**config.mk**
```make
export PLATFORM = sky130hd
export DESIGN_NAME = led_ring_ripple_animator_core
export DESIGN_NICKNAME = d
export VERILOG_FILES = /design/src/design/lrra_pkg.sv /design/src/design/lrra_pixel_ram.sv /design/src/design/lrra_advance_unit.sv /design/src/design/lrra_sequencer.sv /design/src/design/led_ring_ripple_animator_core.sv
export SDC_FILE = /design/constraint.sdc
export NUM_CORES = 1
export LEC_CHECK = 0
export BUFFER_PORTS_ARGS = -buffer_cell sky130_fd_sc_hd__buf_2
export CAP_MARGIN = 30
export CELL_PAD_IN_SITES_DETAIL_PLACEMENT = 1
export CELL_PAD_IN_SITES_GLOBAL_PLACEMENT = 1
export CORE_AREA = 2 2 382 384
export CTS_CLUSTER_SIZE = 8
export DETAILED_ROUTE_END_ITERATION = 8
export DIE_AREA = 0 0 384 386
export GPL_TIMING_DRIVEN = 1
export PLACE_DENSITY_LB_ADDON = 0.1
export SLEW_MARGIN = 20
export SYNTH_ARGS = -nofsm -noshare
export SYNTH_HDL_FRONTEND = slang
export SYNTH_HIERARCHICAL = 1
export SYNTH_SLANG_ARGS = --single-unit
```
**constraint.sdc**
```tcl
create_clock -name clk -period 15.5 [get_ports clk]
set_clock_uncertainty 0.2 [all_clocks]
set_input_delay 1.55 -clock clk [delete_from_list [all_inputs] [get_ports clk]]
set_output_delay 1.55 -clock clk [all_outputs]
set_load 0.01 [all_outputs]
```
**src/design/lrra_pkg.sv**
```systemverilog
// Shared types, constants and helper functions of the LED ring ripple animator.
package lrra_pkg;

    // Ring geometry
    localparam int RING_PIXELS = 16;
    localparam int HALF_RING   = RING_PIXELS / 2;
    localparam int MEM_DEPTH   = 2 * RING_PIXELS;
    localparam int PIX_W       = (RING_PIXELS > 1) ? $clog2(RING_PIXELS) : 1;
    localparam int ADDR_W      = $clog2(MEM_DEPTH);
    localparam int CNT_W       = $clog2(RING_PIXELS + 1);
    localparam int DIST_W      = $clog2(HALF_RING + 1);

    // Field widths
    localparam int LEVEL_W   = 8;
    localparam int DROP_W    = 4;
    localparam int WAIT_W    = 4;
    localparam int IDX_W     = 5;
    localparam int CFG_IDX_W = 3;

    localparam logic [CNT_W-1:0]  CNT_N     = CNT_W'(RING_PIXELS);
    localparam logic [PIX_W-1:0]  PIX_LAST  = PIX_W'(RING_PIXELS - 1);
    localparam logic [DIST_W-1:0] DIST_LAST = DIST_W'(HALF_RING);

    // Configuration register indexes
    localparam logic [CFG_IDX_W-1:0] CFG_STEP_INCREMENT = 3'd0;
    localparam logic [CFG_IDX_W-1:0] CFG_PEAK_LEVEL     = 3'd1;
    localparam logic [CFG_IDX_W-1:0] CFG_RING_DROP_OFF  = 3'd2;
    localparam logic [CFG_IDX_W-1:0] CFG_PEAK_DROP_OFF  = 3'd3;
    localparam logic [CFG_IDX_W-1:0] CFG_SPREAD_DELAY   = 3'd4;
    localparam logic [CFG_IDX_W-1:0] CFG_PAUSE_DELAY    = 3'd5;

    // Configuration reset values
    localparam logic [LEVEL_W-1:0] RST_STEP_INCREMENT = 8'd20;
    localparam logic [LEVEL_W-1:0] RST_PEAK_LEVEL     = 8'd100;
    localparam logic [LEVEL_W-1:0] RST_RING_DROP_OFF  = 8'd5;
    localparam logic [LEVEL_W-1:0] RST_PEAK_DROP_OFF  = 8'd15;
    localparam logic [LEVEL_W-1:0] RST_SPREAD_DELAY   = 8'd3;
    localparam logic [LEVEL_W-1:0] RST_PAUSE_DELAY    = 8'd3;

    typedef enum logic [1:0] {
        HEAD_IDLE = 2'd0,
        HEAD_UP   = 2'd1,
        HEAD_DOWN = 2'd2
    } heading_t;

    typedef struct packed {
        logic [LEVEL_W-1:0] step_increment;
        logic [LEVEL_W-1:0] peak_level;
        logic [LEVEL_W-1:0] ring_drop_off;
        logic [LEVEL_W-1:0] peak_drop_off;
        logic [LEVEL_W-1:0] spread_delay;
        logic [LEVEL_W-1:0] pause_delay;
    } cfg_t;

    typedef struct packed {
        logic [LEVEL_W-1:0] level;
        heading_t           heading;
        logic [LEVEL_W-1:0] hold;
        logic [LEVEL_W-1:0] ceiling;
    } pixel_t;

    typedef struct packed {
        logic              rd_en;
        logic [ADDR_W-1:0] rd_addr;
        logic              wr_en;
        logic [ADDR_W-1:0] wr_addr;
        pixel_t            wr_data;
    } ram_req_t;

    // Drop position reduced into the ring, one entry per possible drop value
    function automatic logic [15:0][PIX_W-1:0] make_drop_wrap();
        logic [15:0][PIX_W-1:0] t;
        for (int i = 0; i < 16; i++)
        begin
            t[i] = PIX_W'(i % RING_PIXELS);
        end
        return t;
    endfunction

    localparam logic [15:0][PIX_W-1:0] DROP_WRAP = make_drop_wrap();

    // Memory address of a pixel of a ring
    function automatic logic [ADDR_W-1:0] pix_addr(input logic lens, input logic [PIX_W-1:0] p);
        logic [ADDR_W-1:0] a;
        a = ADDR_W'(p);
        if (lens)
        begin
            a = a + ADDR_W'(RING_PIXELS);
        end
        return a;
    endfunction

    function automatic logic [PIX_W-1:0] pix_inc(input logic [PIX_W-1:0] p);
        return (p == PIX_LAST) ? '0 : p + PIX_W'(1);
    endfunction

    function automatic logic [PIX_W-1:0] pix_dec(input logic [PIX_W-1:0] p);
        return (p == '0) ? PIX_LAST : p - PIX_W'(1);
    endfunction

    function automatic logic [LEVEL_W-1:0] sat_add(input logic [LEVEL_W-1:0] a,
                                                   input logic [LEVEL_W-1:0] b);
        logic [LEVEL_W:0] s;
        s = {1'b0, a} + {1'b0, b};
        return s[LEVEL_W] ? {LEVEL_W{1'b1}} : s[LEVEL_W-1:0];
    endfunction

endpackage

```
**src/design/lrra_pixel_ram.sv**
```systemverilog
// Pixel state memory: one write port, one registered read port, per-entry valid bits.
module lrra_pixel_ram (
    input  logic               clk,
    input  logic               rst_n,
    input  lrra_pkg::ram_req_t req,
    output lrra_pkg::pixel_t   rd_data
);
    import lrra_pkg::*;

    pixel_t                 mem [MEM_DEPTH];
    logic [MEM_DEPTH-1:0]   valid_reg;
    pixel_t                 q_reg;
    logic                   q_valid_reg;

    // Store write data and read word
    always_ff @(posedge clk)
    begin
        if (req.wr_en)
        begin
            mem[req.wr_addr] <= req.wr_data;
        end
        if (req.rd_en)
        begin
            q_reg <= mem[req.rd_addr];
        end
    end

    // Track written entries; an unwritten entry reads as all zero
    always_ff @(posedge clk or negedge rst_n)
    begin
        if (!rst_n)
        begin
            valid_reg   <= '0;
            q_valid_reg <= 1'b0;
        end
        else
        begin
            if (req.wr_en)
            begin
                valid_reg[req.wr_addr] <= 1'b1;
            end
            if (req.rd_en)
            begin
                q_valid_reg <= valid_reg[req.rd_addr];
            end
        end
    end

    assign rd_data = q_valid_reg ? q_reg : '0;

endmodule

```
**src/design/lrra_advance_unit.sv**
```systemverilog
// Shared per-pixel update unit: one animation tick of one pixel.
module lrra_advance_unit (
    input  lrra_pkg::cfg_t   cfg,
    input  lrra_pkg::pixel_t cur,
    output lrra_pkg::pixel_t nxt
);
    import lrra_pkg::*;

    logic [LEVEL_W:0] up_sum;

    assign up_sum = {1'b0, cur.level} + {1'b0, cfg.step_increment};

    // Count down the hold, else ramp toward the ceiling or back to zero
    always_comb
    begin
        nxt = cur;
        if (cur.hold != '0)
        begin
            nxt.hold = cur.hold - LEVEL_W'(1);
        end
        else
        begin
            case (cur.heading)
                HEAD_UP:
                begin
                    if (up_sum <= {1'b0, cur.ceiling})
                    begin
                        nxt.level = up_sum[LEVEL_W-1:0];
                    end
                    else if (cur.ceiling > cfg.peak_drop_off)
                    begin
                        nxt.level   = cur.ceiling;
                        nxt.ceiling = cur.ceiling - cfg.peak_drop_off;
                        nxt.heading = HEAD_DOWN;
                    end
                    else
                    begin
                        nxt.level   = '0;
                        nxt.ceiling = '0;
                        nxt.heading = HEAD_IDLE;
                    end
                end
                HEAD_DOWN:
                begin
                    if (cur.level < cfg.step_increment)
                    begin
                        nxt.level   = '0;
                        nxt.heading = HEAD_UP;
                        nxt.hold    = cfg.pause_delay;
                    end
                    else
                    begin
                        nxt.level = cur.level - cfg.step_increment;
                    end
                end
                default:
                begin
                    nxt = cur;
                end
            endcase
        end
    end

endmodule

```
**src/design/lrra_sequencer.sv**
```systemverilog
// Tick sequencer: dark scan, drop seeding and pixel update over the shared memory port.
module lrra_sequencer (
    input  logic                          clk,
    input  logic                          rst_n,
    input  logic                          in_valid,
    output logic                          in_ready,
    input  logic                          in_lens,
    input  logic [lrra_pkg::DROP_W-1:0]   in_drop,
    input  logic [lrra_pkg::WAIT_W-1:0]   in_draw,
    input  lrra_pkg::cfg_t                cfg,
    output lrra_pkg::ram_req_t            ram_req,
    input  lrra_pkg::pixel_t              rd_data,
    input  lrra_pkg::pixel_t              adv_nxt,
    output logic                          out_valid,
    input  logic                          out_ready,
    output logic [lrra_pkg::IDX_W-1:0]    out_index,
    output logic [lrra_pkg::LEVEL_W-1:0]  out_level,
    output logic                          out_last
);
    import lrra_pkg::*;

    typedef enum logic [1:0] {
        S_IDLE,
        S_SCAN,
        S_SEED,
        S_UPDATE
    } state_t;

    state_t                        state_reg, state_next;
    logic                          lens_reg, lens_next;
    logic [PIX_W-1:0]              drop_reg, drop_next;
    logic [WAIT_W-1:0]             draw_reg, draw_next;
    logic [1:0][WAIT_W-1:0]        wait_reg, wait_next;
    logic [CNT_W-1:0]              cnt_reg, cnt_next;
    logic                          have_reg, have_next;
    logic                          dark_reg, dark_next;
    logic [DIST_W-1:0]             dist_reg, dist_next;
    logic                          side_reg, side_next;
    logic [PIX_W-1:0]              left_reg, left_next;
    logic [PIX_W-1:0]              right_reg, right_next;
    logic [LEVEL_W-1:0]            dl_reg, dl_next;
    logic [LEVEL_W-1:0]            off_reg, off_next;
    logic                          out_valid_reg, out_valid_next;
    logic [IDX_W-1:0]              out_index_reg, out_index_next;
    logic [LEVEL_W-1:0]            out_level_reg, out_level_next;
    logic                          out_last_reg, out_last_next;

    logic                          dark_now;
    logic                          consume;
    logic [CNT_W-1:0]              emit_cnt;
    logic [PIX_W-1:0]              emit_pix;
    pixel_t                        seed_word;

    assign dark_now = dark_reg & (rd_data.level == '0);
    assign emit_cnt = cnt_reg - CNT_W'(1);
    assign emit_pix = emit_cnt[PIX_W-1:0];
    assign consume  = (state_reg == S_UPDATE) && have_reg && (!out_valid_reg || out_ready);

    // Neighbor seed word at the current distance
    always_comb
    begin
        seed_word.level   = '0;
        seed_word.heading = HEAD_UP;
        seed_word.hold    = dl_reg;
        seed_word.ceiling = (off_reg >= cfg.peak_level) ? '0 : cfg.peak_level - off_reg;
    end

    // Next-state logic
    always_comb
    begin
        state_next     = state_reg;
        lens_next      = lens_reg;
        drop_next      = drop_reg;
        draw_next      = draw_reg;
        wait_next      = wait_reg;
        cnt_next       = cnt_reg;
        have_next      = have_reg;
        dark_next      = dark_reg;
        dist_next      = dist_reg;
        side_next      = side_reg;
        left_next      = left_reg;
        right_next     = right_reg;
        dl_next        = dl_reg;
        off_next       = off_reg;
        out_index_next = out_index_reg;
        out_level_next = out_level_reg;
        out_last_next  = out_last_reg;
        ram_req        = '0;

        case (state_reg)
            S_IDLE:
            begin
                if (in_valid)
                begin
                    lens_next  = in_lens;
                    drop_next  = DROP_WRAP[in_drop];
                    draw_next  = in_draw;
                    cnt_next   = '0;
                    have_next  = 1'b0;
                    dark_next  = 1'b1;
                    state_next = S_SCAN;
                end
            end

            // Read every pixel of the ring and check for any lit one
            S_SCAN:
            begin
                if (cnt_reg < CNT_N)
                begin
                    ram_req.rd_en   = 1'b1;
                    ram_req.rd_addr = pix_addr(lens_reg, cnt_reg[PIX_W-1:0]);
                    cnt_next        = cnt_reg + CNT_W'(1);
                end
                have_next = (cnt_reg < CNT_N);
                if (have_reg)
                begin
                    dark_next = dark_now;
                end
                if ((cnt_reg == CNT_N) && have_reg)
                begin
                    cnt_next   = '0;
                    have_next  = 1'b0;
                    state_next = S_UPDATE;
                    if (dark_now)
                    begin
                        if (wait_reg[lens_reg] == '0)
                        begin
                            wait_next[lens_reg] = draw_reg;
                            dist_next           = '0;
                            side_next           = 1'b0;
                            dl_next             = '0;
                            off_next            = '0;
                            state_next          = S_SEED;
                        end
                        else
                        begin
                            wait_next[lens_reg] = wait_reg[lens_reg] - WAIT_W'(1);
                        end
                    end
                end
            end

            // Write the drop pixel, then left and right neighbors per distance
            S_SEED:
            begin
                ram_req.wr_en = 1'b1;
                if (dist_reg == '0)
                begin
                    ram_req.wr_addr         = pix_addr(lens_reg, drop_reg);
                    ram_req.wr_data.level   = LEVEL_W'(1);
                    ram_req.wr_data.heading = HEAD_UP;
                    ram_req.wr_data.hold    = '0;
                    ram_req.wr_data.ceiling = cfg.peak_level;
                    dist_next  = DIST_W'(1);
                    dl_next    = sat_add(dl_reg, cfg.spread_delay);
                    off_next   = sat_add(off_reg, cfg.ring_drop_off);
                    left_next  = pix_dec(drop_reg);
                    right_next = pix_inc(drop_reg);
                end
                else if (!side_reg)
                begin
                    ram_req.wr_addr = pix_addr(lens_reg, left_reg);
                    ram_req.wr_data = seed_word;
                    side_next       = 1'b1;
                end
                else
                begin
                    ram_req.wr_addr = pix_addr(lens_reg, right_reg);
                    ram_req.wr_data = seed_word;
                    side_next       = 1'b0;
                    if (dist_reg == DIST_LAST)
                    begin
                        cnt_next   = '0;
                        have_next  = 1'b0;
                        state_next = S_UPDATE;
                    end
                    else
                    begin
                        dist_next  = dist_reg + DIST_W'(1);
                        dl_next    = sat_add(dl_reg, cfg.spread_delay);
                        off_next   = sat_add(off_reg, cfg.ring_drop_off);
                        left_next  = pix_dec(left_reg);
                        right_next = pix_inc(right_reg);
                    end
                end
            end

            // Read ahead, advance the pixel, write it back and present it
            S_UPDATE:
            begin
                if ((cnt_reg < CNT_N) && (!have_reg || consume))
                begin
                    ram_req.rd_en   = 1'b1;
                    ram_req.rd_addr = pix_addr(lens_reg, cnt_reg[PIX_W-1:0]);
                    cnt_next        = cnt_reg + CNT_W'(1);
                    have_next       = 1'b1;
                end
                else if (consume)
                begin
                    have_next = 1'b0;
                end
                if (consume)
                begin
                    ram_req.wr_en   = 1'b1;
                    ram_req.wr_addr = pix_addr(lens_reg, emit_pix);
                    ram_req.wr_data = adv_nxt;
                    out_index_next  = IDX_W'(pix_addr(lens_reg, emit_pix));
                    out_level_next  = adv_nxt.level;
                    out_last_next   = (emit_pix == PIX_LAST);
                    if (emit_pix == PIX_LAST)
                    begin
                        state_next = S_IDLE;
                    end
                end
            end

            default:
            begin
                state_next = S_IDLE;
            end
        endcase

        // Hold the result until its transfer
        if (consume)
        begin
            out_valid_next = 1'b1;
        end
        else if (out_ready)
        begin
            out_valid_next = 1'b0;
        end
        else
        begin
            out_valid_next = out_valid_reg;
        end
    end

    // State and registered outputs
    always_ff @(posedge clk or negedge rst_n)
    begin
        if (!rst_n)
        begin
            state_reg     <= S_IDLE;
            lens_reg      <= 1'b0;
            drop_reg      <= '0;
            draw_reg      <= '0;
            wait_reg      <= '0;
            cnt_reg       <= '0;
            have_reg      <= 1'b0;
            dark_reg      <= 1'b0;
            dist_reg      <= '0;
            side_reg      <= 1'b0;
            left_reg      <= '0;
            right_reg     <= '0;
            dl_reg        <= '0;
            off_reg       <= '0;
            out_valid_reg <= 1'b0;
            out_index_reg <= '0;
            out_level_reg <= '0;
            out_last_reg  <= 1'b0;
        end
        else
        begin
            state_reg     <= state_next;
            lens_reg      <= lens_next;
            drop_reg      <= drop_next;
            draw_reg      <= draw_next;
            wait_reg      <= wait_next;
            cnt_reg       <= cnt_next;
            have_reg      <= have_next;
            dark_reg      <= dark_next;
            dist_reg      <= dist_next;
            side_reg      <= side_next;
            left_reg      <= left_next;
            right_reg     <= right_next;
            dl_reg        <= dl_next;
            off_reg       <= off_next;
            out_valid_reg <= out_valid_next;
            out_index_reg <= out_index_next;
            out_level_reg <= out_level_next;
            out_last_reg  <= out_last_next;
        end
    end

    assign in_ready  = (state_reg == S_IDLE);
    assign out_valid = out_valid_reg;
    assign out_index = out_index_reg;
    assign out_level = out_level_reg;
    assign out_last  = out_last_reg;

endmodule

```
**src/design/led_ring_ripple_animator_core.sv**
```systemverilog
// Top level of the LED ring ripple animator: stream ports, configuration registers, core.
//
// Each input transfer is one animation tick for one of two rings of RING_PIXELS pixels;
// the block answers with one output transfer per pixel of that ring, in pixel order,
// tlast on the final one. All pixel state lives in one memory with a single read and a
// single write port, and a small sequencer walks it pixel by pixel through one shared
// update unit. A tick runs a dark scan of the ring, then, when a new drop starts, the
// seeding writes of the drop and its neighbors, then the pixel update, which stalls while
// the output is not taken. No input is taken while a tick is in progress. Configuration
// is written through the cfg channel, which is always ready; indexes beyond the register
// list are ignored.
module led_ring_ripple_animator_core (
    input  logic                               clk,
    input  logic                               rst_n,
    // Input ticks
    input  logic                               s_axis_tvalid,
    output logic                               s_axis_tready,
    input  logic [7:0]                         s_axis_tdata,   // drop_position[3:0], wait_draw[7:4]
    input  logic [0:0]                         s_axis_tuser,   // lens[0]
    // Pixel levels
    output logic                               m_axis_tvalid,
    input  logic                               m_axis_tready,
    output logic [15:0]                        m_axis_tdata,   // pixel_index[4:0], pixel_level[12:5]
    output logic                               m_axis_tlast,
    // Configuration writes
    input  logic                               cfg_valid,
    output logic                               cfg_ready,
    input  logic [lrra_pkg::CFG_IDX_W-1:0]     cfg_index,
    input  logic [lrra_pkg::LEVEL_W-1:0]       cfg_data
);
    import lrra_pkg::*;

    cfg_t                cfg_reg;
    ram_req_t            ram_req;
    pixel_t              rd_data;
    pixel_t              adv_nxt;
    logic [IDX_W-1:0]    out_index;
    logic [LEVEL_W-1:0]  out_level;

    assign cfg_ready = 1'b1;

    // Configuration registers
    always_ff @(posedge clk or negedge rst_n)
    begin
        if (!rst_n)
        begin
            cfg_reg.step_increment <= RST_STEP_INCREMENT;
            cfg_reg.peak_level     <= RST_PEAK_LEVEL;
            cfg_reg.ring_drop_off  <= RST_RING_DROP_OFF;
            cfg_reg.peak_drop_off  <= RST_PEAK_DROP_OFF;
            cfg_reg.spread_delay   <= RST_SPREAD_DELAY;
            cfg_reg.pause_delay    <= RST_PAUSE_DELAY;
        end
        else if (cfg_valid)
        begin
            case (cfg_index)
                CFG_STEP_INCREMENT: cfg_reg.step_increment <= cfg_data;
                CFG_PEAK_LEVEL:     cfg_reg.peak_level     <= cfg_data;
                CFG_RING_DROP_OFF:  cfg_reg.ring_drop_off  <= cfg_data;
                CFG_PEAK_DROP_OFF:  cfg_reg.peak_drop_off  <= cfg_data;
                CFG_SPREAD_DELAY:   cfg_reg.spread_delay   <= cfg_data;
                CFG_PAUSE_DELAY:    cfg_reg.pause_delay    <= cfg_data;
                default:
                begin
                    cfg_reg <= cfg_reg;
                end
            endcase
        end
    end

    lrra_pixel_ram u_ram (
        .clk     (clk),
        .rst_n   (rst_n),
        .req     (ram_req),
        .rd_data (rd_data)
    );

    lrra_advance_unit u_advance (
        .cfg (cfg_reg),
        .cur (rd_data),
        .nxt (adv_nxt)
    );

    lrra_sequencer u_seq (
        .clk       (clk),
        .rst_n     (rst_n),
        .in_valid  (s_axis_tvalid),
        .in_ready  (s_axis_tready),
        .in_lens   (s_axis_tuser[0]),
        .in_drop   (s_axis_tdata[3:0]),
        .in_draw   (s_axis_tdata[7:4]),
        .cfg       (cfg_reg),
        .ram_req   (ram_req),
        .rd_data   (rd_data),
        .adv_nxt   (adv_nxt),
        .out_valid (m_axis_tvalid),
        .out_ready (m_axis_tready),
        .out_index (out_index),
        .out_level (out_level),
        .out_last  (m_axis_tlast)
    );

    // Pack the result
    assign m_axis_tdata = {3'b000, out_level, out_index};

    // A tick runs alone: no second input right after one is taken
    assert property (@(posedge clk) disable iff (!rst_n)
        (s_axis_tvalid && s_axis_tready) |=> !s_axis_tready)
        else $error("input taken while a tick is in progress");

    // Between ticks only the final pixel of the last tick may still wait
    assert property (@(posedge clk) disable iff (!rst_n)
        (s_axis_tready && m_axis_tvalid) |-> m_axis_tlast)
        else $error("pending pixel is not the last of its tick at idle");

    // Pixel memory is never written between ticks
    assert property (@(posedge clk) disable iff (!rst_n)
        ram_req.wr_en |-> !s_axis_tready)
        else $error("pixel memory written while idle");

endmodule

```
==> Yosys cells after proc, flatten, opt, wreduce, memory -nomap -nowiden <==
Memory sizes are Yosys's and may differ from the RTL's. A register that Yosys moved wholly into a read port is not among the register bits.
Index checks and enable logic that the tools add are counted.
{ "totals": {"reg_bits": 147, "latchBits": 0, "mem_bits_rw": 832, "rom_bits": 64, "in_bits": 25, "n_memories": 2} }
{ "classes": {"add_sub_neg": 20, "n_mul": 0, "div": 0, "order_cmp": 10, "eq_ne": 31, "shift": 0, "n_mux": 107, "n_bitwise": 2, "n_reduce_logical": 39} }
{ "memory_table": {"columns": ["name", "words", "word_bits", "read_ports", "rd_clocked_by_memory_dff", "write_ports", "line", "text"], "rows": [
  ["u_ram.mem", 32, 26, 1, 1, 1, "lrra_pixel_ram.sv:10", "pixel_t mem [MEM_DEPTH];"],
  ["(name not given)", 16, 4, 1, 1, 0, "lrra_sequencer.sv:96", "drop_next = DROP_WRAP[in_drop];"]
]} }
{ "ops": {"columns": ["operator", "n"], "rows": [
  ["two-way mux 8 bit", 21],
  ["two-way mux 4 bit", 19],
  ["case mux 32 bit (2 select lines)", 1],
  ["two-way mux 31 bit", 2],
  ["two-way mux 5 bit", 12],
  ["two-way mux 32 bit", 1],
  ["OR 32 bit", 1],
  ["case mux 8 bit (2 select lines)", 2],
  ["two-way mux 10 bit", 3],
  ["adder 8 x 8 -> 9 bit", 3],
  ["two-way mux 26 bit", 1],
  ["adder 4 x 5 -> 5 bit, second input constant", 5],
  ["subtractor 8 bit", 3],
  ["two-way mux 1 bit", 21],
  ["case mux 10 bit (2 select lines)", 1],
  ["case mux 5 bit (4 select lines)", 1],
  ["two-way mux 2 bit", 9],
  ["bitwise mux 8 bit", 2],
  ["equality test 4 bit, second input constant", 4],
  ["logical NOT 4 bit", 4],
  ["!= test 2 x 1 -> 1 bit, second input constant", 8],
  ["AND reduction 2 bit", 8],
  ["subtractor 4 x 1 -> 4 bit, second input constant", 4],
  ["adder 4 x 1 -> 4 bit, second input constant", 3],
  ["42 further kinds", 70]
]} }

==> Logic depth before layout (Yosys ltp) <==
{ "depth": {"ltp_word": 13, "depth_mapped": 20, "ltp_nobuf": 18} }

==> Modules after synthesis <==
The synthesis kept the hierarchy.
{ "modules_own_cells": {"columns": ["mod", "instances", "cells_each", "area_each_um2"], "rows": [
  ["lrra_pixel_ram", 1, 1387, 33965.1],
  ["lrra_sequencer", 1, 559, 5121.2],
  ["lrra_advance_unit", 1, 283, 1963.1],
  ["led_ring_ripple_animator_core", 1, 112, 1889.3]
]} }

==> Worst setup path before layout <==
No wires, ideal clock.
{ "synth_timing": {"kind": "input port to flip-flop", "from": "input port m_axis_tready", "to": "register u_ram/q_reg[10] (netlist name)", "arrival_time_ps": 4853, "path_slack_ps": 10188, "path_stages": 8, "path_buffers": 2, "cell_sequence": "nand3b_1 a21oi_1 nor2_1 and2_1 buf_2 clkbuf_1 mux4_2 mux2_2"} }
{ "synth_lines": {"columns": ["element", "line", "text"], "rows": [
  ["start, declared", "led_ring_ripple_animator_core.sv:22", "input logic m_axis_tready,"]
]} }

==> impl_metrics.py <==
metrics = {
    "pwr": {
        "leakage_uw": 0.0167,
        "power_density_mw_per_mm2": 194,
        "irDropWorstVdd_uv": 105,
        "power_uw": 9750,
    },
    "floorplanning": {
        "io_pins": 45,
        "die_x_um": 384,
        "initial_core_util": 0.297,
        "core_area_mm2": 0.145,
        "rows": 140,
        "dieArea_mm2": 0.148,
        "die_height_um": 386,
    },
    "drt": {
        "wl_per_cell_um": 28.7,
        "num_vias": 22900,
        "detail_route.vias_per_cell": 5.12,
        "dr.pass1.iters": 5,
        "ant_nets": 0,
        "wl_mm": 129,
        "drc": 0,
        "drtIter0Drc": 1701,
    },
    "cts": {
        "cts_buffers": 145,
        "hold_buffers": 0,
        "post_cts_buffers": 0,
        "clkLatencyLatePin_ns": 0.77,
        "root_buffer": "clkbuf_16",
        "cts_tree": "yes",
        "cts.htree.levels": 4,
        "cts_sinks": 1009,
        "cts_resized": 0,
        "cts.path.max_buffers": 3,
        "clk_pin_slew_ns": 0.05,
    },
    "grt": {
        "grt-ovfl-total": 0,
        "grt_pass1_wl_mm": 186,
        "grt_pass1_vias": 25100,
        "antenna_found_initial": 6,
        "grt_max_degree": 125,
        "grt.total_usage": 0.176,
    },
    "sta": {
        "min_period_over_period": 0.378,
        "finalCriticalPeriod_ns": 5.85,
        "whs_ns": 0.267,
        "hold_viol": 0,
        "rsz0062_at_grt": "no",
        "setup_tns_ns": 0,
        "tightest_slew_ns": 0.958,
        "drv_slew": 0,
        "slew_headroom": 0.362,
        "max_freq_mhz": 171,
        "setup_viol": 0,
    },
    "placed_design": {
        "io_buffers": 40,
        "hpwl_mm": 75.7,
        "place_congestion": 0.758,
    },
    "critical_path": {
        "path_buf_inv": 2,
        "critical_path.most_common_cell": "and2_1",
        "cp_cell_sequence": "and2_1 -> inv_1 -> fa_1 -> o21ba_1 -> o31a_1 -> o21ai_0 -> xnor2_1 -> ha_1 -> a211oi_2 -> o211ai_1 -> o211ai_2 -> and4_1 -> a221oi_1 -> a22oi_1 -> and2_1 -> buf_6",
        "path_delay_family": "compound AO/OA/AOI/OAI gates",
        "cp_slowest_stage_delay_ns": 0.85,
        "critPathSlowestCell": "dfrtp_1",
        "worstSetupPathType": "reg -> reg",
        "crit_fanout": 27,
        "crit_path_start_kind": "flip-flop",
        "required_ns": 15.89,
        "end_kind": "flip-flop",
        "arrival_ns": 6.24,
        "rrSetupSlack_ns": 9.65,
    },
    "synthesis": {
        "syn_inst": 2341,
        "synth_async_sr_flop_share": 0.150,
        "synth_edf_count": 858,
        "synth-seq-area-share": 0.688,
        "synthDistinctLibCells": 99,
        "synth_seq_cells": 1009,
        "syn_area_mm2": 0.0429,
        "synth.avg_cell_area_um2": 18.3,
        "yosysWarnings": 6,
        "synth_ff_type": "edfxtp_1",
    },
    "finish": {
        "final_nets": 2610,
        "drive_above_1_share": 0.299,
        "largest_reg_flops": 832,
        "multi_input_area_mm2": 0.0128,
        "synthToLayoutAreaGrowth_pct": 16.9,
        "n_fill_cell": 14400,
        "register_area_mm2": 0.0296,
    },
    "job": {
        "maxCapViolCount": 0,
    },
    "hold_path": {
        "hp-class": "reg -> reg",
    },
    "status": {
        "status": "complete, no violations",
    },
}
==> report_power, final <==
| group | switching, uW | leakage [uW] | internal (uW) |
|---|---|---|---|
| logic | 1870 | 0.00499 | 1320 |
| registers | 194 | 0.00976 | 3450 |
| clock network | 1170 | 0.00199 | 1740 |
==> cell type report <==
class                           count  share of cell area
Sequential cell                  1009               0.589
Clock buffer                      193              0.0774
Tap cell                         1917              0.0478
Clock inverter                     14             0.00479
Inverter                           78             0.00583
Multi-Input combinational cell   1149               0.256
Antenna cell                        5            0.000249
Timing Repair Buffer              121              0.0193
==> layer usage <==
layer  up-vias  wire length (um)  GRT usage
met2       412             63000      0.293
met5         -                 0          0
li1       9702                 -          -
met3       159              4790     0.0287
met4         0              2470     0.0424
met1     12700             58400      0.239
==> path summary, 6_finish.rpt <==
kind	startpoint	end	cells past startpoint
worst min-delay path	u_seq/out_index[2]$_DFFE_PN0P_	u_seq/out_index[2]$_DFFE_PN0P_	1
worst min register to register	u_seq/out_index[2]$_DFFE_PN0P_	u_seq/out_index[2]$_DFFE_PN0P_	1
worst max register to register	u_ram/q_valid_reg$_DFFE_PN0P_	u_ram/mem[17][19]$_DFFE_PP_	16
max in group asynchronous	rst_n	u_seq/off_reg[0]$_DFFE_PN0P_	2
worst max-delay path	u_ram/q_valid_reg$_DFFE_PN0P_	u_ram/mem[17][19]$_DFFE_PP_	16
min in group asynchronous	rst_n	u_seq/out_level[3]$_DFFE_PN0P_	1
==> synth_stat cells (all sizes together) (42+ instances only) <==
cell type  instances  share of area
edfxtp           858           0.60
clkbuf            47         0.0042
dfrtp            136          0.079
o21ai             69         0.0081
buf               60         0.0095
ha                75          0.022
nand2             73         0.0065
nor2             105         0.0095
mux2              91          0.024
and2              42         0.0061
a21oi             51         0.0061
inv               77         0.0067
mux4             260           0.14
==> placed cells by master (no fill, tap or decap), types with 37 or more instances in the layout <==
cell,n
ha_1,75
buf_2,39
edfxtp_1,858
o21ai_0,52
clkbuf_1,44
a21oi_1,49
dfrtp_1,136
nand2_1,69
clkbuf_16,148
mux4_2,260
nor2_1,69
mux2_2,88
and2_1,37
inv_1,77
buf_4,67
==> cells by family after synthesis <==
group | after synthesis | share of synthesized area
flip-flops | 1009 | 0.688
multiplexers | 377 | 0.166
AND/OR/NAND/NOR | 374 | 0.0467
AO/OA/AOI/OAI | 276 | 0.0457
buffers and inverters | 185 | 0.0205
adder cells (fa/ha/maj) | 81 | 0.0247
XOR/XNOR | 37 | 0.00755
other | 2 | 0.000175
==> per-stage QoR <==
step	utilization	setup slack, ns	area, um^2	cells
after detailed placement	0.318	8.31	46000	4270
after global routing	0.347	9.25	50200	4481
after global placement	0.317	8.33	45800	4261
final	0.347	9.65	50200	4486
after floorplan	-	10.19	42900	2343
after CTS	0.347	9.04	50100	4477
(Power assumes the default switching activity.)
